===== src/hermite_fractional_delay_line_macros.svh =====
// Assertion macros used by the top level of the fractional delay line RTL.
`ifndef HERMITE_FRACTIONAL_DELAY_LINE_MACROS_SVH
`define HERMITE_FRACTIONAL_DELAY_LINE_MACROS_SVH
`ifndef SYNTHESIS
// A condition that must hold at every clock edge out of reset.
`define HFDL_ASSERT_HOLDS(label, cond, msg) \
    label: assert property (@(posedge clk) disable iff (!rst_n) (cond)) else $error(msg);
// A condition that must hold after a trigger, as a non-overlapping implication.
`define HFDL_ASSERT_NEXT(label, pre, post, msg) \
    label: assert property (@(posedge clk) disable iff (!rst_n) (pre) |=> (post)) else $error(msg);
`else
`define HFDL_ASSERT_HOLDS(label, cond, msg)
`define HFDL_ASSERT_NEXT(label, pre, post, msg)
`endif
`endif


===== src/hfdl_pkg.sv =====
// Package of types, constants and the Hermite weight table for the fractional delay line.
`default_nettype none

package hfdl_pkg;

    localparam int FRACTION_BITS    = 8;
    localparam int DELAY_INT_BITS   = 11;
    localparam int DELAY_BITS       = DELAY_INT_BITS + FRACTION_BITS;
    localparam int FRAC_STEPS       = 1 << FRACTION_BITS;
    localparam int WEIGHT_FRAC_BITS = 16;
    localparam int WEIGHT_W         = WEIGHT_FRAC_BITS + 3;
    localparam int ROUND_SHIFT      = WEIGHT_FRAC_BITS + 1;
    localparam int TAPS             = 4;
    localparam int TAP_W            = 2;
    localparam int PC_W             = 3;

    typedef logic [FRACTION_BITS-1:0]                      frac_t;
    typedef logic [TAP_W-1:0]                              tap_sel_t;
    typedef logic [PC_W-1:0]                               pc_t;
    typedef logic signed [WEIGHT_W-1:0]                    weight_t;
    typedef logic [FRAC_STEPS-1:0][TAPS-1:0][WEIGHT_W-1:0] weight_tab_t;

    typedef enum logic [1:0] {
        MEM_IDLE,
        MEM_READ,
        MEM_WRITE
    } mem_op_t;

    typedef enum logic [1:0] {
        MAC_HOLD,
        MAC_LOAD,
        MAC_ADD
    } mac_op_t;

    typedef enum logic [2:0] {
        JMP_NEXT,
        JMP_ALWAYS,
        JMP_NO_REQ,
        JMP_PLAIN,
        JMP_OUT_BUSY
    } jump_t;

    // One microcode word.
    typedef struct packed {
        logic     take_req;
        mem_op_t  mem_op;
        tap_sel_t tap;
        mac_op_t  mac_op;
        tap_sel_t wsel;
        logic     finish;
        jump_t    jump;
        pc_t      target;
    } ucode_t;

    // Conditions the sequencer branches on.
    typedef struct packed {
        logic req_valid;
        logic plain;
        logic out_free;
    } seq_status_t;

    // Scales a weight held in units of 1/T^3 to WEIGHT_FRAC_BITS, rounding half up.
    function automatic longint to_weight(longint a);
        if (3 * FRACTION_BITS > WEIGHT_FRAC_BITS) begin
            return (a + (longint'(1) << (3 * FRACTION_BITS - WEIGHT_FRAC_BITS - 1)))
                   >>> (3 * FRACTION_BITS - WEIGHT_FRAC_BITS);
        end
        return a <<< (WEIGHT_FRAC_BITS - 3 * FRACTION_BITS);
    endfunction

    // Catmull-Rom weights, doubled, for every fraction step, built at elaboration.
    function automatic weight_tab_t build_weights();
        weight_tab_t tab;
        longint      t;
        longint      tt;
        longint      t2;
        longint      t3;
        longint      a [TAPS];
        int          i;
        int          k;
        tab = '0;
        tt  = longint'(FRAC_STEPS);
        for (i = 0; i < FRAC_STEPS; i++) begin
            t    = longint'(i);
            t2   = t * t;
            t3   = t2 * t;
            a[0] = -t3 + 2 * t2 * tt - t * tt * tt;
            a[1] = 3 * t3 - 5 * t2 * tt + 2 * tt * tt * tt;
            a[2] = -3 * t3 + 4 * t2 * tt + t * tt * tt;
            a[3] = t3 - t2 * tt;
            for (k = 0; k < TAPS; k++) begin
                tab[i][k] = WEIGHT_W'(to_weight(a[k]));
            end
        end
        return tab;
    endfunction

    localparam weight_tab_t WEIGHT_TAB = build_weights();

    function automatic weight_t hermite_weight(frac_t t, tap_sel_t k);
        return weight_t'(WEIGHT_TAB[t][k]);
    endfunction

endpackage

`default_nettype wire


===== src/hfdl_sequencer.sv =====
// Microcode sequencer: step counter, control store and conditional jumps.
`default_nettype none

module hfdl_sequencer (
    input  logic                  clk,
    input  logic                  rst_n,
    input  hfdl_pkg::seq_status_t status,
    output hfdl_pkg::ucode_t      ctrl
);

    localparam hfdl_pkg::pc_t STEP_IDLE        = 3'd0;
    localparam hfdl_pkg::pc_t STEP_TAP0        = 3'd1;
    localparam hfdl_pkg::pc_t STEP_TAP1        = 3'd2;
    localparam hfdl_pkg::pc_t STEP_TAP2        = 3'd3;
    localparam hfdl_pkg::pc_t STEP_TAP3        = 3'd4;
    localparam hfdl_pkg::pc_t STEP_WRITE_MIX   = 3'd5;
    localparam hfdl_pkg::pc_t STEP_WRITE_PLAIN = 3'd6;
    localparam hfdl_pkg::pc_t STEP_FINISH      = 3'd7;

    hfdl_pkg::pc_t pc_reg;
    hfdl_pkg::pc_t pc_next;
    logic          taken;

    // Control store. Later read steps feed the MAC the tap fetched on the step before.
    always_comb
    begin
        case (pc_reg)
            STEP_IDLE:
                ctrl = '{take_req: 1'b1, mem_op: hfdl_pkg::MEM_IDLE, tap: 2'd0,
                         mac_op: hfdl_pkg::MAC_HOLD, wsel: 2'd0, finish: 1'b0,
                         jump: hfdl_pkg::JMP_NO_REQ, target: STEP_IDLE};
            STEP_TAP0:
                ctrl = '{take_req: 1'b0, mem_op: hfdl_pkg::MEM_READ, tap: 2'd0,
                         mac_op: hfdl_pkg::MAC_HOLD, wsel: 2'd0, finish: 1'b0,
                         jump: hfdl_pkg::JMP_PLAIN, target: STEP_WRITE_PLAIN};
            STEP_TAP1:
                ctrl = '{take_req: 1'b0, mem_op: hfdl_pkg::MEM_READ, tap: 2'd1,
                         mac_op: hfdl_pkg::MAC_LOAD, wsel: 2'd0, finish: 1'b0,
                         jump: hfdl_pkg::JMP_NEXT, target: STEP_IDLE};
            STEP_TAP2:
                ctrl = '{take_req: 1'b0, mem_op: hfdl_pkg::MEM_READ, tap: 2'd2,
                         mac_op: hfdl_pkg::MAC_ADD, wsel: 2'd1, finish: 1'b0,
                         jump: hfdl_pkg::JMP_NEXT, target: STEP_IDLE};
            STEP_TAP3:
                ctrl = '{take_req: 1'b0, mem_op: hfdl_pkg::MEM_READ, tap: 2'd3,
                         mac_op: hfdl_pkg::MAC_ADD, wsel: 2'd2, finish: 1'b0,
                         jump: hfdl_pkg::JMP_NEXT, target: STEP_IDLE};
            STEP_WRITE_MIX:
                ctrl = '{take_req: 1'b0, mem_op: hfdl_pkg::MEM_WRITE, tap: 2'd0,
                         mac_op: hfdl_pkg::MAC_ADD, wsel: 2'd3, finish: 1'b0,
                         jump: hfdl_pkg::JMP_ALWAYS, target: STEP_FINISH};
            STEP_WRITE_PLAIN:
                ctrl = '{take_req: 1'b0, mem_op: hfdl_pkg::MEM_WRITE, tap: 2'd0,
                         mac_op: hfdl_pkg::MAC_HOLD, wsel: 2'd0, finish: 1'b0,
                         jump: hfdl_pkg::JMP_NEXT, target: STEP_IDLE};
            STEP_FINISH:
                ctrl = '{take_req: 1'b0, mem_op: hfdl_pkg::MEM_IDLE, tap: 2'd0,
                         mac_op: hfdl_pkg::MAC_HOLD, wsel: 2'd0, finish: 1'b1,
                         jump: hfdl_pkg::JMP_OUT_BUSY, target: STEP_FINISH};
            default:
                ctrl = '{take_req: 1'b0, mem_op: hfdl_pkg::MEM_IDLE, tap: 2'd0,
                         mac_op: hfdl_pkg::MAC_HOLD, wsel: 2'd0, finish: 1'b0,
                         jump: hfdl_pkg::JMP_ALWAYS, target: STEP_IDLE};
        endcase
    end

    always_comb
    begin
        case (ctrl.jump)
            hfdl_pkg::JMP_NEXT:     taken = 1'b0;
            hfdl_pkg::JMP_ALWAYS:   taken = 1'b1;
            hfdl_pkg::JMP_NO_REQ:   taken = !status.req_valid;
            hfdl_pkg::JMP_PLAIN:    taken = status.plain;
            hfdl_pkg::JMP_OUT_BUSY: taken = !status.out_free;
            default:                taken = 1'b0;
        endcase
        // The last step falls through to the idle step by wrapping the counter.
        pc_next = taken ? ctrl.target : pc_reg + hfdl_pkg::pc_t'(1);
    end

    always_ff @(posedge clk or negedge rst_n)
    begin
        if (!rst_n)
        begin
            pc_reg <= STEP_IDLE;
        end
        else
        begin
            pc_reg <= pc_next;
        end
    end

endmodule

`default_nettype wire


===== config.mk =====
export PLATFORM = sky130hd
export DESIGN_NAME = hfdl_sequencer
export DESIGN_NICKNAME = d
export VERILOG_FILES = /design/src/hermite_fractional_delay_line_macros.svh /design/src/hfdl_pkg.sv /design/src/hfdl_sequencer.sv
export SDC_FILE = /design/constraint.sdc
export NUM_CORES = 1
export LEC_CHECK = 0
export ABC_AREA = 1
export ABC_CLOCK_PERIOD_IN_PS = 1300
export BUFFER_PORTS_ARGS = -buffer_cell sky130_fd_sc_hd__buf_2
export CAP_MARGIN = 0
export CORE_AREA = 2 2 39 41
export DETAILED_ROUTE_END_ITERATION = 8
export DIE_AREA = 0 0 41 43
export HOLD_SLACK_MARGIN = 0.15
export PLACE_DENSITY = 0.62
export SYNTH_ARGS = -nofsm -noshare
export SYNTH_HDL_FRONTEND = slang
export SYNTH_SLANG_ARGS = --single-unit

===== constraint.sdc =====
create_clock -name clk -period 1.3 [get_ports clk]
set_input_delay 0.195 -clock clk [delete_from_list [all_inputs] [get_ports clk]]
set_output_delay 0.195 -clock clk [all_outputs]
set_load 0.05 [all_outputs]

### After elaboration in Yosys (flattened, before gate mapping)

Memory sizes are Yosys's and may differ from the RTL's.
Index checks and enable logic that the tools add are counted.

| cells by class | value |
|---|---|
| $add $sub $neg | 1 |
| mux-type cells | 2 |
| equality and inequality tests | 4 |
| reduce and logical (&&, ||, !) cells | 2 |

Operator list:

| kind | number |
|---|---|
| == test 3 x 2 -> 1 bit (second input constant) | 2 |
| one-hot mux 1 bit (4 select lines) | 1 |
| adder 3 x 1 -> 3 bit (second input constant) | 1 |
| == test 3 x 1 -> 1 bit (second input constant) | 1 |
| == test 3 bit (second input constant) | 1 |
| two-way mux 3 bit | 1 |
| zero test 1 bit | 2 |

| word-level totals | value |
|---|---|
| word-level logic and storage cells | 11 |
| input port bits | 5 |
| memory bits (read-only) | 128 |
| bits in registers | 3 |
| output and inout port bits | 16 |
| memories | 1 |

Memory list:

| name | depth | bits a word | read ports | clocked after Yosys merged registers in | write ports | line | source |
|---|---|---|---|---|---|---|---|
| (no name shown) | 8 | 16 | 1 | 0 | 0 | hfdl_sequencer.sv:27 | `case (pc_reg)` |

### Logic depth before layout (Yosys ltp)

Gate-level depths: netlist of the first run.
An unclocked memory read counts as a cell.

| logic depth | value |
|---|---|
| depth after elaboration | 4 |
| mapped depth | 9 |
| depth with buffers taken out | 9 |

### Worst setup path before layout of the first run

Ideal clock, no wire load.

| timing | value |
|---|---|
| kind | flip-flop to output port |
| from | register pc_reg[1] |
| to | output port ctrl[7] in the netlist's numbering |
| slack | -1.224 ns |
| buffers on the path | 0 |
| data arrival time | 2.329 ns |
| data required time | 1.105 ns |
| cell stages (with the launch flop) | 5 |
| path through | dfrtp_1 -> inv_1 -> ha_1 -> inv_1 -> o21ai_0 |

RTL lines:

| item | line | source |
|---|---|---|
| start: declaration | hfdl_sequencer.sv:20 | `hfdl_pkg::pc_t pc_reg;` |
| start signal: assignment | hfdl_sequencer.sv:89 | `pc_reg <= pc_next;` |
| end: declaration | hfdl_sequencer.sv:8 | `output hfdl_pkg::ucode_t ctrl` |

==> impl_metrics.env, run 1 <==
export IMPL_outcome="finished, violations left"
export IMPL_required_ns=1.11
export IMPL_start_util_pct=29.29
export IMPL_critPathCaptureType="primary output"
export IMPL_cts_buffers=3
export IMPL_num_antenna_cells=0
export IMPL_ys_flop_type="dfrtp_1"
export IMPL_synth_cell_type_count=15
export IMPL_hold_slack_ns=0.2830
export IMPL_post_route_drc_count=0
export IMPL_dieWidth_um=41
export IMPL_clock_sinks=3
export IMPL_design_area_um2=897.1
export IMPL_synth_edf_count=0
export IMPL_yosysSeqAreaShare_pct=18.52
export IMPL_yosysWarnings=0
export IMPL_cts_htree_levels=1
export IMPL_synth_common_cells="inv_1, nand2_1, ha_1"
export IMPL_crit_end="ctrl[5]"
export IMPL_yosysTopAreaCellShare_pct=24.69
export IMPL_rr_endpoint="pc_reg[1]"
export IMPL_drive_gt1_share_pct=77.42
export IMPL_grt_start_max_net_pins=8
export IMPL_root_buffer="clkbuf_4"
export IMPL_slew_viol_final=0
export IMPL_clk_pin_slew_ns=0.04
export IMPL_max_slew_margin_rel_pct=87.21
export IMPL_dp_hpwl_um=832.2
export IMPL_hp_class="in -> async"
export IMPL_port_buffers=20
export IMPL_dr_total_vias=483
export IMPL_grt_util_all_layers_pct=16.73
export IMPL_area_growth_pct=121.3
export IMPL_syn_nets=70
export IMPL_violations="negative setup slack"
export IMPL_start_kind="register"
export IMPL_n_fill_cell=114
export IMPL_die_area_um2=1763
export IMPL_worstReg2RegStart="pc_reg[1]"
export IMPL_setup_viol=18
export IMPL_grt_pass1_wl_um=2001
export IMPL_avgSynthCellArea_um2=7.112
export IMPL_detailedPlace_worstSlack_ns=-0.1874
export IMPL_grt_overflow=0
export IMPL_worstPathArrival_ns=1.35
export IMPL_fmax_ghz=0.6461
export IMPL_nets=107
export IMPL_maxCapViolations=0
export IMPL_syn_area_um2=405.4
export IMPL_synthCells=57
export IMPL_cts_tree="done"
export IMPL_fp_row_count=14
export IMPL_largest_reg_flops=3
export IMPL_multi_input_area_um2=382.9
export IMPL_worst_pin_slew_ns=0.1919
export IMPL_gp_congestion=0.8481
export IMPL_fin_skew_ns=0.002025
export IMPL_async_flop_share_pct=100.0
export IMPL_wirelength_um=1192
export IMPL_worstSetupPathType="reg -> out"
export IMPL_rrSetupSlack_ns=-0.16
export IMPL_crit_start="pc_reg[1]"
export IMPL_critPathMaxFanout=4
export IMPL_firstDrtPassIters=4
export IMPL_ys_ff_latch=3
export IMPL_period_needed_ns=1.548
export IMPL_cts_buffer_depth=2
export IMPL_viasPerCell=4.431
export IMPL_rsz0062_at_grt="true"
export IMPL_fp_coreArea_um2=1384
export IMPL_ant_nets=0
export IMPL_wire_per_inst_um=10.94
export IMPL_worst_slack_ns=-0.2478
export IMPL_grt_pass1_vias=462
export IMPL_clock_latency_ns=0.23
export IMPL_place_area_um2=638.1
export IMPL_synth_area_leaders="ha_1, dfrtp_1, inv_1, nand2_1, buf_4"
export IMPL_die_h_um=43
export IMPL_drtIter0Drc=4
export IMPL_synth_top_area_cell="ha_1"
export IMPL_hold_viol_final=0
export IMPL_r2r_cells=8
export IMPL_min_period_over_period_pct=119.1
export IMPL_ff_latch_area_um2=78.83
export IMPL_pin_count=21
export IMPL_antenna_found_initial=0
cell families after synthesis:
family	Yosys count	synth area share, %
and+or+nand+nor	26	31.79
buffers and inverters	14	15.74
AOI/OAI and AO/OA	6	9.260
adders and majority gates	8	24.69
DFF	3	18.52
critical path, cell delays in order, from the launching register on:
cell	delay [ns]
dfrtp_2	0.44
ha_2	0.22
ha_2	0.18
buf_4	0.13
buf_6	0.14
per-stage QoR:
step                      instances  utilization, %  setup TNS (ns)
after detailed placement         99           46.11          -1.272
after floorplan                  57               -          -2.343
after global routing            109           64.83          -4.187
final                           109           64.83          -2.936
after CTS                       107           61.21          -2.947
after global placement           99           46.11          -1.080
worst min-delay path by stage:
| stage | start | end | slack [ns] | depth (start not counted) |
|---|---|---|---|---|
| 2_1_floorplan | rst_n | pc_reg[0] | -0.10 | 0 |
| 3_3_place_gp | rst_n | pc_reg[2] | -0.005 | 1 |
| 3_5_place_dp | rst_n | pc_reg[2] | -0.005 | 1 |
| 4_1_cts | rst_n | pc_reg[0] | 0.28 | 2 |
| 5_1_grt | rst_n | pc_reg[0] | 0.28 | 2 |
| 6_report | rst_n | pc_reg[0] | 0.28 | 2 |
layout by cell type (no fill, tap or decap), types with 2 or more instances in the layout:
cell,count
ha_1,2
inv_1,4
buf_4,12
inv_2,2
nand3_1,2
nand3_2,2
ha_2,4
ha_4,2
nand2_1,7
nand2_4,4
inv_4,4
clkbuf_4,3
dfrtp_2,3
o21ai_2,3
buf_2,4
nand2_2,2
buf_8,3
o21ai_4,2
buf_6,15
nor2_4,3
nor2_2,3
metal layers:
layer | share of wire [%] | global-route usage, %
met1 | 37 | 20.52
met2 | 58 | 27.50
met3 | 3.9 | 4.712
met4 | 0.67 | 4.000
met5 | 0 | 0
timing repair:
item | CTS | global route
buffers inserted | 3 | 2
pin swaps | 4 | 2
cloned | 0 | 0
endpoints found under the setup margin | 19 | 19
endpoints found under the hold margin | 3 | 0
resized for setup | 49 | 10
hold buffers | 1 | 0
area by class of cell:
class	instances	share of cell area (%)
sequential	3	8.787
tap	16	2.232
clock buffer	4	2.929
timing repair buffer	35	37.24
inverter	11	6.137
multi-input combinational	40	42.68
Power of run 1 is not shown: default switching activity piles up to over one toggle a cycle in this logic, so the estimate is an artifact.
==> run 2: changes to the inputs <==
--- a/config.mk
+++ b/config.mk
@@ -13,7 +13,7 @@
 export DETAILED_ROUTE_END_ITERATION = 8
 export DIE_AREA = 0 0 41 43
 export HOLD_SLACK_MARGIN = 0.15
-export PLACE_DENSITY = 0.62
+export PLACE_DENSITY_LB_ADDON = 0.25
 export SYNTH_ARGS = -nofsm -noshare
 export SYNTH_HDL_FRONTEND = slang
 export SYNTH_SLANG_ARGS = --single-unit
==> run 2 against run 1 <==
Compared with the run above: the run still ends with negative setup slack left; die area is the same; global-route usage shrank 0.34 points; clock skew shrank 0.00058 ns; hold slack gained 0.0048 ns; design area grew 16%; cell count grew 10%; setup slack lost 0.018 ns; first-iteration DRC count grew 50%.
==> impl_metrics.env, run 2 (synthesis gave the netlist of run 1 again) <==
export IMPL_outcome="finished, violations left"
export IMPL_violations="negative setup slack"
export IMPL_cts_buffers=3
export IMPL_start_kind="register"
export IMPL_grt_overflow=0
export IMPL_final_common_cell="buf_4"
export IMPL_cts_tree="done"
export IMPL_pin_count=21
export IMPL_wire_per_inst_um=10.68
export IMPL_critPathMaxFanout=4
export IMPL_grt_util_all_layers_pct=16.40
export IMPL_largest_reg_flops=3
export IMPL_area_growth_pct=157.1
export IMPL_wirelength_um=1282
export IMPL_ff_latch_area_um2=78.83
export IMPL_clock_latency_ns=0.23
export IMPL_min_period_over_period_pct=120.5
export IMPL_drtIter0Drc=6
export IMPL_fmax_ghz=0.6386
export IMPL_hp_class="in -> async"
export IMPL_root_buffer="clkbuf_4"
export IMPL_fin_skew_ns=0.001443
export IMPL_fp_row_count=14
export IMPL_period_needed_ns=1.566
export IMPL_crit_top_cell="buf_6"
export IMPL_post_route_util_pct=75.32
export IMPL_slew_viol_final=0
export IMPL_cts_buffer_depth=2
export IMPL_worst_pin_slew_ns=0.1572
export IMPL_crit_start="pc_reg[1]"
export IMPL_cts_htree_levels=1
export IMPL_hold_viol_final=0
export IMPL_clk_pin_slew_ns=0.04
export IMPL_worstSetupPathType="reg -> out"
export IMPL_rr_endpoint="pc_reg[2]"
export IMPL_dp_hpwl_um=819.8
export IMPL_crit_chain="buf_6, inv_8, ha_4, inv_4, o21ai_4, buf_6"
export IMPL_maxCapViolations=0
export IMPL_worstReg2RegStart="pc_reg[1]"
export IMPL_rsz0062_at_grt="true"
export IMPL_nets=118
export IMPL_rrSetupSlack_ns=-0.16
export IMPL_gp_congestion=0.7004
export IMPL_critical_path_max_stage_delay_ns=0.41
export IMPL_firstDrtPassIters=4
export IMPL_dr_total_vias=541
export IMPL_worst_slack_ns=-0.2659
export IMPL_viasPerCell=4.508
export IMPL_ant_nets=0
export IMPL_dieWidth_um=41
export IMPL_multi_input_area_um2=416.7
export IMPL_die_area_um2=1763
export IMPL_grt_pass1_vias=515
export IMPL_cpMaxStageDelayCell="dfrtp_2"
export IMPL_port_buffers=20
export IMPL_n_fill_cell=90
export IMPL_clock_sinks=3
export IMPL_r2r_cells=9
export IMPL_die_h_um=43
export IMPL_cp_num_buf_inv=4
export IMPL_max_slew_margin_rel_pct=89.48
export IMPL_crit_family="buffers and inverters"
export IMPL_fp_coreArea_um2=1384
export IMPL_final_cell_mix="buf_4, buf_6, nand2_1"
export IMPL_post_route_drc_count=0
export IMPL_grt_start_max_net_pins=7
export IMPL_setup_viol=19
export IMPL_worstPathArrival_ns=1.37
export IMPL_drive_gt1_share_pct=81.73
export IMPL_antenna_found_initial=0
export IMPL_start_util_pct=29.29
export IMPL_required_ns=1.11
export IMPL_tns_ns=-3.577
export IMPL_num_antenna_cells=0
export IMPL_grt_pass1_wl_um=1938
export IMPL_critPathCaptureType="primary output"
[run 2: worst max-delay path by stage]
stage | to | slack (ns) | cells after the start
3_5_place_dp | ctrl[12] | -0.22 | 6
6_report | ctrl[1] | -0.27 | 6
4_1_cts | ctrl[2] | -0.27 | 6
5_1_grt | ctrl[2] | -0.30 | 6
3_3_place_gp | pc_reg[0] | -0.19 | 8
2_1_floorplan | ctrl[2] | -0.34 | 5
[run 2: worst reg2reg max path: stages (launching register included)]
cell	delay, ns
dfrtp_2	0.41
buf_6	0.13
inv_8	0.06
ha_4	0.15
inv_4	0.05
o21ai_4	0.15
buf_4	0.13
buf_4	0.09
nand4_1	0.12
nand2_1	0.10
[run 2: cell type report]
type	count	share of cell area, %
clock buffers	4	2.521
inverters	11	5.522
multi-input cells	40	39.98
flip-flops and latches	3	7.563
well taps	16	1.921
repair buffers	46	42.50
[run 2: per-stage QoR]
step	hold slack, ns	area (um^2)	setup slack (ns)	cells
detailed placement	-0.008320	675.6	-0.2157	104
CTS	0.2708	959.7	-0.2710	115
global route	0.2980	1042	-0.3050	120
global placement	-0.008009	675.6	-0.1937	104
finish	0.2878	1042	-0.2659	120
floorplan	-0.1006	476.7	-0.3412	57
[run 2: timing repair]
action	4_1_cts	5_1_grt
hold endpoints to repair	3	0
setup endpoints to repair	19	19
setup buffers	6	6
hold buffers	1	0
pin swaps	5	5
cloned	0	0
resized for setup	61	12
[run 2: layer usage]
layer  global-route usage (%)  vias to the layer above  share of wire, %
met5                        0                        -                 0
met4                    8.000                        0                 0
met3                    3.141                        0               1.7
met2                    25.62                       10                54
met1                    20.39                      260                44
li1                         -                      271                 -
Power of run 2 is left out for the same reason.
==> run 3: changes to the inputs <==
--- a/config.mk
+++ b/config.mk
@@ -10,6 +10,7 @@
 export BUFFER_PORTS_ARGS = -buffer_cell sky130_fd_sc_hd__buf_2
 export CAP_MARGIN = 0
 export CORE_AREA = 2 2 39 41
+export CTS_BUF_LIST = sky130_fd_sc_hd__clkbuf_4
 export DETAILED_ROUTE_END_ITERATION = 8
 export DIE_AREA = 0 0 41 43
 export HOLD_SLACK_MARGIN = 0.15
==> run 3 against run 2 <==
Compared with the run above: the run still ends with negative setup slack left; global-route usage rose by 0.30 points; setup slack barely moved; utilization up 0.27 points; design area increased by 0.36%; critical path depth unchanged; register-to-register slack hardly changed; die area unchanged; cell count stayed put; sequential cell count stayed put.
==> impl_metrics.env, run 3 (synthesis gave the netlist of run 1 again) <==
export IMPL_outcome="finished, violations left"
export IMPL_violations="negative setup slack"
export IMPL_final_cell_mix="buf_4, buf_6, nand2_1"
export IMPL_crit_top_cell="buf_6"
export IMPL_slew_viol_final=0
export IMPL_required_ns=1.11
export IMPL_cts_htree_levels=1
export IMPL_cpMaxStageDelayCell="dfrtp_2"
export IMPL_r2r_cells=9
export IMPL_critPathMaxFanout=4
export IMPL_wire_per_inst_um=10.77
export IMPL_grt_util_all_layers_pct=16.70
export IMPL_grt_start_max_net_pins=7
export IMPL_detailedPlace_worstSlack_ns=-0.2157
export IMPL_die_h_um=43
export IMPL_crit_start="pc_reg[1]"
export IMPL_fp_row_count=14
export IMPL_critPathCaptureType="primary output"
export IMPL_wirelength_um=1292
export IMPL_cts_buffers=3
export IMPL_hold_viol_final=0
export IMPL_port_buffers=20
export IMPL_fmax_ghz=0.6385
export IMPL_grt_pass1_vias=516
export IMPL_crit_chain="buf_6, inv_8, ha_4, inv_4, o21ai_4, buf_6"
export IMPL_root_buffer="clkbuf_4"
export IMPL_dieWidth_um=41
export IMPL_fp_coreArea_um2=1384
export IMPL_antenna_found_initial=0
export IMPL_final_cells=120
export IMPL_worst_pin_slew_ns=0.1572
export IMPL_post_route_drc_count=0
export IMPL_ant_nets=0
export IMPL_final_common_cell="buf_4"
export IMPL_max_slew_margin_rel_pct=89.48
export IMPL_clock_sinks=3
export IMPL_rr_endpoint="pc_reg[2]"
export IMPL_clock_latency_ns=0.23
export IMPL_grt_overflow=0
export IMPL_crit_end="ctrl[1]"
export IMPL_critical_path_max_stage_delay_ns=0.41
export IMPL_dr_total_vias=541
export IMPL_largest_reg_flops=3
export IMPL_viasPerCell=4.508
export IMPL_worst_slack_ns=-0.2661
export IMPL_worstSetupPathType="reg -> out"
export IMPL_min_period_over_period_pct=120.5
export IMPL_cts_buffer_depth=2
export IMPL_fin_skew_ns=0.001524
export IMPL_die_area_um2=1763
export IMPL_hold_slack_ns=0.2929
export IMPL_dp_cells=104
export IMPL_period_needed_ns=1.566
export IMPL_num_antenna_cells=0
export IMPL_worstPathArrival_ns=1.37
export IMPL_dp_hpwl_um=819.8
export IMPL_drive_gt1_share_pct=82.69
export IMPL_rrSetupSlack_ns=-0.16
export IMPL_start_util_pct=29.29
export IMPL_setup_viol=19
export IMPL_firstDrtPassIters=4
export IMPL_worstReg2RegStart="pc_reg[1]"
export IMPL_cts_tree="done"
export IMPL_pin_count=21
export IMPL_rsz0062_at_grt="true"
export IMPL_post_route_util_pct=75.59
export IMPL_area_growth_pct=158.0
export IMPL_nets=118
export IMPL_hp_class="in -> async"
export IMPL_gp_congestion=0.7004
export IMPL_drtIter0Drc=6
export IMPL_maxCapViolations=0
export IMPL_grt_pass1_wl_um=1945
export IMPL_start_kind="register"
export IMPL_clk_pin_slew_ns=0.04
==> run 3: cell type report <==
| cell class | count | area, um^2 |
|---|---|---|
| timing repair buffer | 46 | 442.9 |
| multi-input combinational | 40 | 416.7 |
| fill | 90 | 337.8 |
| sequential | 3 | 78.83 |
| inverter | 11 | 57.56 |
| clock buffer | 4 | 30.03 |
| tap | 16 | 20.02 |
==> run 3: worst min-delay path by stage <==
stage	start	endpoint	slack, ns	depth (start not counted)
after floorplan	rst_n	pc_reg[0]	-0.10	0
after global placement	rst_n	pc_reg[2]	-0.008	1
after detailed placement	rst_n	pc_reg[2]	-0.008	1
after CTS	rst_n	pc_reg[1]	0.27	2
after global routing	rst_n	pc_reg[2]	0.28	2
final	rst_n	pc_reg[1]	0.29	2
==> run 3: timing repair <==
item                                    4_1_cts  5_1_grt
pin swaps                                     5        5
endpoints found under the setup margin       19       19
hold buffers                                  1        0
resized for setup                            61       12
setup buffers                                 6        6
endpoints found under the hold margin         3        0
==> run 3: worst max-delay path, delay by kind of cell (launching register included) <==
| kind | cells | cell delay (ns) |
|---|---|---|
| compound gates | 1 | 0.15 |
| fa+ha+maj | 1 | 0.15 |
| buf+inv | 4 | 0.42 |
| flops | 1 | 0.41 |
==> run 3: metal layers <==
metal,wire (um),track usage (%),vias up
li1,-,-,272
met1,566,20.39,257
met2,697,25.62,12
met3,27,3.141,0
met4,0,10.00,0
met5,0,0,-
==> run 3: metrics by stage <==
step	cell area [um^2]	setup TNS, ns
2_1_floorplan	476.7	-2.343
3_3_place_gp	675.6	-1.905
3_5_place_dp	675.6	-2.114
4_1_cts	963.4	-3.832
5_1_grt	1046	-4.653
6_report	1046	-3.578
Power of run 3 is left out for the same reason.
